$ cat config.mk
export PLATFORM = sky130hd
export DESIGN_NAME = nps_ctrl
export DESIGN_NICKNAME = d
export VERILOG_FILES = /design/src/sv/nps_pkg.sv /design/src/sv/nps_ctrl.sv
export SDC_FILE = /design/constraint.sdc
export NUM_CORES = 1
export LEC_CHECK = 0
export BUFFER_PORTS_ARGS = -buffer_cell sky130_fd_sc_hd__clkbuf_2
export CORE_AREA = 2 2 39 41
export DETAILED_ROUTE_END_ITERATION = 8
export DIE_AREA = 0 0 41 43
export SLEW_MARGIN = 20
export SYNTH_ARGS = -nofsm -noshare
export SYNTH_HDL_FRONTEND = slang
export SYNTH_SLANG_ARGS = --single-unit
export TNS_END_PERCENT = 1
$ cat constraint.sdc
create_clock -name clock -period 1.4 [get_ports clock]
set_input_delay 0.35 -clock clock [delete_from_list [all_inputs] [get_ports clock]]
set_output_delay 0.35 -clock clock [all_outputs]
set_load 0.01 [all_outputs]
$ cat src/sv/nps_pkg.sv
package nps_pkg;

   localparam int MAX_POINTS = 1024;
   localparam int COORD_BITS = 16;

   localparam int IDX_BITS   = $clog2(MAX_POINTS);
   localparam int CNT_BITS   = $clog2(MAX_POINTS + 1);
   localparam int SQ_BITS    = 2 * COORD_BITS;
   localparam int DIST_BITS  = SQ_BITS + 2;
   localparam int POINT_BITS = 3 * COORD_BITS;
   localparam int AXES       = 3;

   typedef logic signed [COORD_BITS-1:0] coord_type;

   typedef enum logic [1:0] {
      OP_LOAD  = 2'd0,
      OP_QUERY = 2'd1,
      OP_CLEAR = 2'd2
   } nps_op_type;

   typedef enum logic [1:0] {
      STATUS_OK    = 2'd0,
      STATUS_FULL  = 2'd1,
      STATUS_EMPTY = 2'd2
   } nps_status_type;

   typedef enum logic [2:0] {
      ST_IDLE  = 3'b001,
      ST_SCAN  = 3'b010,
      ST_DRAIN = 3'b100
   } nps_state_type;

   // controller to datapath
   typedef struct packed {
      logic           load;
      logic           clear;
      logic           start;
      logic           issue;
      logic           post_imm;
      logic           post_scan;
      nps_status_type code;
   } nps_cmd_type;

   // datapath to controller
   typedef struct packed {
      logic empty;
      logic full;
      logic last;
      logic drained;
   } nps_sts_type;

endpackage

$ cat src/sv/nps_ctrl.sv
module nps_ctrl import nps_pkg::*; (
   input  logic        clock,
   input  logic        reset,
   input  logic        req_valid,
   output logic        req_stall,
   input  logic [1:0]  req_command,
   output logic        rsp_valid,
   input  logic        rsp_stall,
   output nps_cmd_type cmd,
   input  nps_sts_type sts
);

   nps_state_type state_ff, state_in;
   logic          rsp_valid_ff, rsp_valid_in;
   logic          out_free, take;

   assign out_free  = !rsp_valid_ff || !rsp_stall;
   assign req_stall = !((state_ff == ST_IDLE) && out_free);
   assign take      = req_valid && !req_stall;

   always_comb begin
      cmd      = '0;
      cmd.code = STATUS_OK;
      state_in = state_ff;
      unique case (state_ff)
         ST_IDLE: begin
            if (take) begin
               unique case (req_command)
                  OP_LOAD: begin
                     cmd.load     = 1'b1;
                     cmd.post_imm = 1'b1;
                     if (sts.full) begin
                        cmd.code = STATUS_FULL;
                     end
                  end
                  OP_QUERY: begin
                     if (sts.empty) begin
                        cmd.post_imm = 1'b1;
                        cmd.code     = STATUS_EMPTY;
                     end else begin
                        cmd.start = 1'b1;
                        state_in  = ST_SCAN;
                     end
                  end
                  OP_CLEAR: begin
                     cmd.clear    = 1'b1;
                     cmd.post_imm = 1'b1;
                  end
                  default: begin
                     cmd.post_imm = 1'b1;
                  end
               endcase
            end
         end
         ST_SCAN: begin
            cmd.issue = 1'b1;
            if (sts.last) begin
               state_in = ST_DRAIN;
            end
         end
         ST_DRAIN: begin
            // wait for the pipeline to empty and the output to be free
            if (sts.drained && out_free) begin
               cmd.post_scan = 1'b1;
               state_in      = ST_IDLE;
            end
         end
         default: begin
            state_in = ST_IDLE;
         end
      endcase
   end

   always_comb begin
      if (cmd.post_imm || cmd.post_scan) begin
         rsp_valid_in = 1'b1;
      end else if (!rsp_stall) begin
         rsp_valid_in = 1'b0;
      end else begin
         rsp_valid_in = rsp_valid_ff;
      end
   end

   always_ff @(posedge clock) begin
      if (reset) begin
         state_ff     <= ST_IDLE;
         rsp_valid_ff <= 1'b0;
      end else begin
         state_ff     <= state_in;
         rsp_valid_ff <= rsp_valid_in;
      end
   end

   assign rsp_valid = rsp_valid_ff;

   a_no_overwrite: assert property (@(posedge clock) disable iff (reset)
      (cmd.post_imm || cmd.post_scan) |-> (!rsp_valid_ff || !rsp_stall))
      else $error("result posted over a pending transaction");

   a_post_shows: assert property (@(posedge clock) disable iff (reset)
      (cmd.post_imm || cmd.post_scan) |=> rsp_valid_ff)
      else $error("posted result not presented");

   a_scan_nonempty: assert property (@(posedge clock) disable iff (reset)
      cmd.start |-> !sts.empty)
      else $error("scan started on an empty store");

   a_scan_stops: assert property (@(posedge clock) disable iff (reset)
      (cmd.issue && sts.last) |=> !cmd.issue)
      else $error("read issued beyond the last stored point");

endmodule

==> out/results.ini <==
[run_status]
outcome=finished with violations
violations=negative setup slack

[logic_synthesis]
synthCells=38
yosys_warnings=0
ys_types=25
synth_seq_cells=4
syn_nets=48
synthesis.area_um2=315
ys_seq_area_share_pct=25.4
synth.avg_cell_area_um2=8.30

[setup_path]
worstPathRequired_ps=1050
slowest_stage=dfxtp_2
max_stage_delay_ps=330
critical_path_class=flip-flop to output port
crit_family=simple AND/OR/NAND/NOR gates
crit_arrival_ps=1340
crit_buf_inv=1
cp-start-kind=flip-flop
crit_path_end_kind=output port
crit_fanout=4
path_cells=nor3b_4 -> nand3_4 -> nor4b_4 -> buf_2

[route]
drt_iter0_drc=2
ant_nets=0
vias_per_cell=4.84
wl_um=1030
wl_per_cell_um=11.8
first_pass_iters=2
drc=0
via_count=421

[sta]
finalSetupViolCount=9
finalHoldViolCount=0
clock_skew_ps=5.62
drv_slew=0
slew_headroom_pct=80.3
period_share_pct=121
period_needed_ps=1690
rsz0062_at_grt=yes
tightest_slew_ps=293
max_freq_mhz=591
finalWorstSetupSlack_ps=-291

[finish]
drive_above_1_share_pct=62.0
fin_cells=87
final_common_cell=clkbuf_2
final_nets=83
final_cell_mix=14 x clkbuf_2, 10 x buf_4, 4 x buf_2
design_area_um2=592
regArea_um2=83.8
n_antenna_cell=0
fillCellCount=141
fin_util_pct=42.8
area_growth_pct=87.7
multiInputGateArea_um2=267

[place]
preCtsSetupSlack_ps=-110
portBuffers=19
gp_congestion=0.719
dpl_cell_area_um2=527
dp.cells=84
place_hpwl_um=774

[grt]
overflow=0
grt_pass1_vias=402
antenna_found_initial=0
grt_pass1_wl_um=1590
grt_max_degree=7
grt.total_usage_pct=13.8

[cts]
cts_sinks=4
post_cts_buffers=0
cts_buffer_depth=2
path_clk_slew_ps=40
cts_hold_buf=0
htree_num_levels=1
cts_root_buf=clkbuf_4
cts_tree=built
numCtsBuffers=3
clock_latency_ps=240

[floorplanning]
floorplan.die.width_um=41
ios=20
die_h_um=43
dieArea_um2=1760
placementRows=14
start_util_pct=22.8
core-area_um2=1380

[power_and_ir_drop]
irDropWorstVdd_v=0.000256
p_leak_nw=0.291
p_per_area_nw_per_um2=646
fin_total_pwr_w=0.000382

[hold_path]
hp-class=input pin to flip-flop

[job]
cap_violations=0

==> report_power, final <==
group	total [W]	internal [W]	switching (W)
logic	0.000112	0.0000575	0.0000543
clock network	0.000149	0.0000963	0.0000531
registers	0.000121	0.000119	0.00000236
==> state kept, by name, indices dropped and copies added, names as in the netlist <==
| register | flops |
|---|---|
| state_ff | 3 |
| rsp_valid | 1 |
==> worst reg2reg max path: cells and delay by family (launching register included) <==
family / cells / cell delay [ps]
and+or+nand+nor: 2 / 370
DFF: 1 / 330
buffers and inverters: 2 / 310
AOI/OAI and AO/OA: 1 / 110
==> cell type report <==
cell class,instances,share of cell area [%]
multi-input cells,31,45.0
repair buffers,30,31.7
flip-flops and latches,4,14.2
clock buffers,3,3.81
well taps,16,3.38
inverters,3,1.90
==> cells in the mapped netlist, drive strengths merged <==
library cell	n	area share, %
dfxtp	4	25
nor4b	1	4.8
nor3b	3	11
a31oi	1	2.0
nand4	2	4.0
or3b	1	2.8
o21ai	2	3.2
nand2	2	2.4
a21boi	2	4.8
nor2b	1	2.0
inv	3	3.6
o221ai	1	2.8
nor3	2	3.2
nor2	2	2.4
nand2b	2	4.0
nand3	3	6.3
or2b	1	2.4
nand3b	1	2.4
a21oi	1	1.6
a2bb2oi	1	2.8
a41oi	1	2.8
and4bb	1	4.0
==> repair_timing <==
item / CTS / global route
gates cloned: 0 / 0
pin swaps: 5 / 2
resized for setup: 6 / 10
endpoints found under the setup margin: 9 / 9
==> logic make-up after synthesis <==
family	Yosys count	synth area share, %
compound gates	9	19.8
buf+inv	3	3.57
flops	4	25.4
simple gates	22	51.2
==> per-layer routing <==
layer | share of wire [%] | global-route usage [%]
met5 | 0 | 0
met3 | 5.4 | 3.14
met4 | 3.5 | 10.0
met2 | 50 | 20.9
met1 | 41 | 15.8
==> worst paths after layout <==
kind | to | slack (ps) | from | cells after the start
worst min register to register | state_ff[2] | 620 | state_ff[2] | 2
worst max-delay path | cmd[0] | -290 | state_ff[1] | 4
worst min-delay path | rsp_valid | 350 | reset | 2
worst max register to register | state_ff[0] | 140 | state_ff[1] | 5
==> stage by stage <==
step	hold slack, ps	TNS (ps)
final	347	-1740
after global placement	572	-250
after global routing	358	-2400
after detailed placement	586	-293
after floorplan	419	-159
after CTS	337	-1750
No activity file was read; power rests on OpenSTA's default activity.
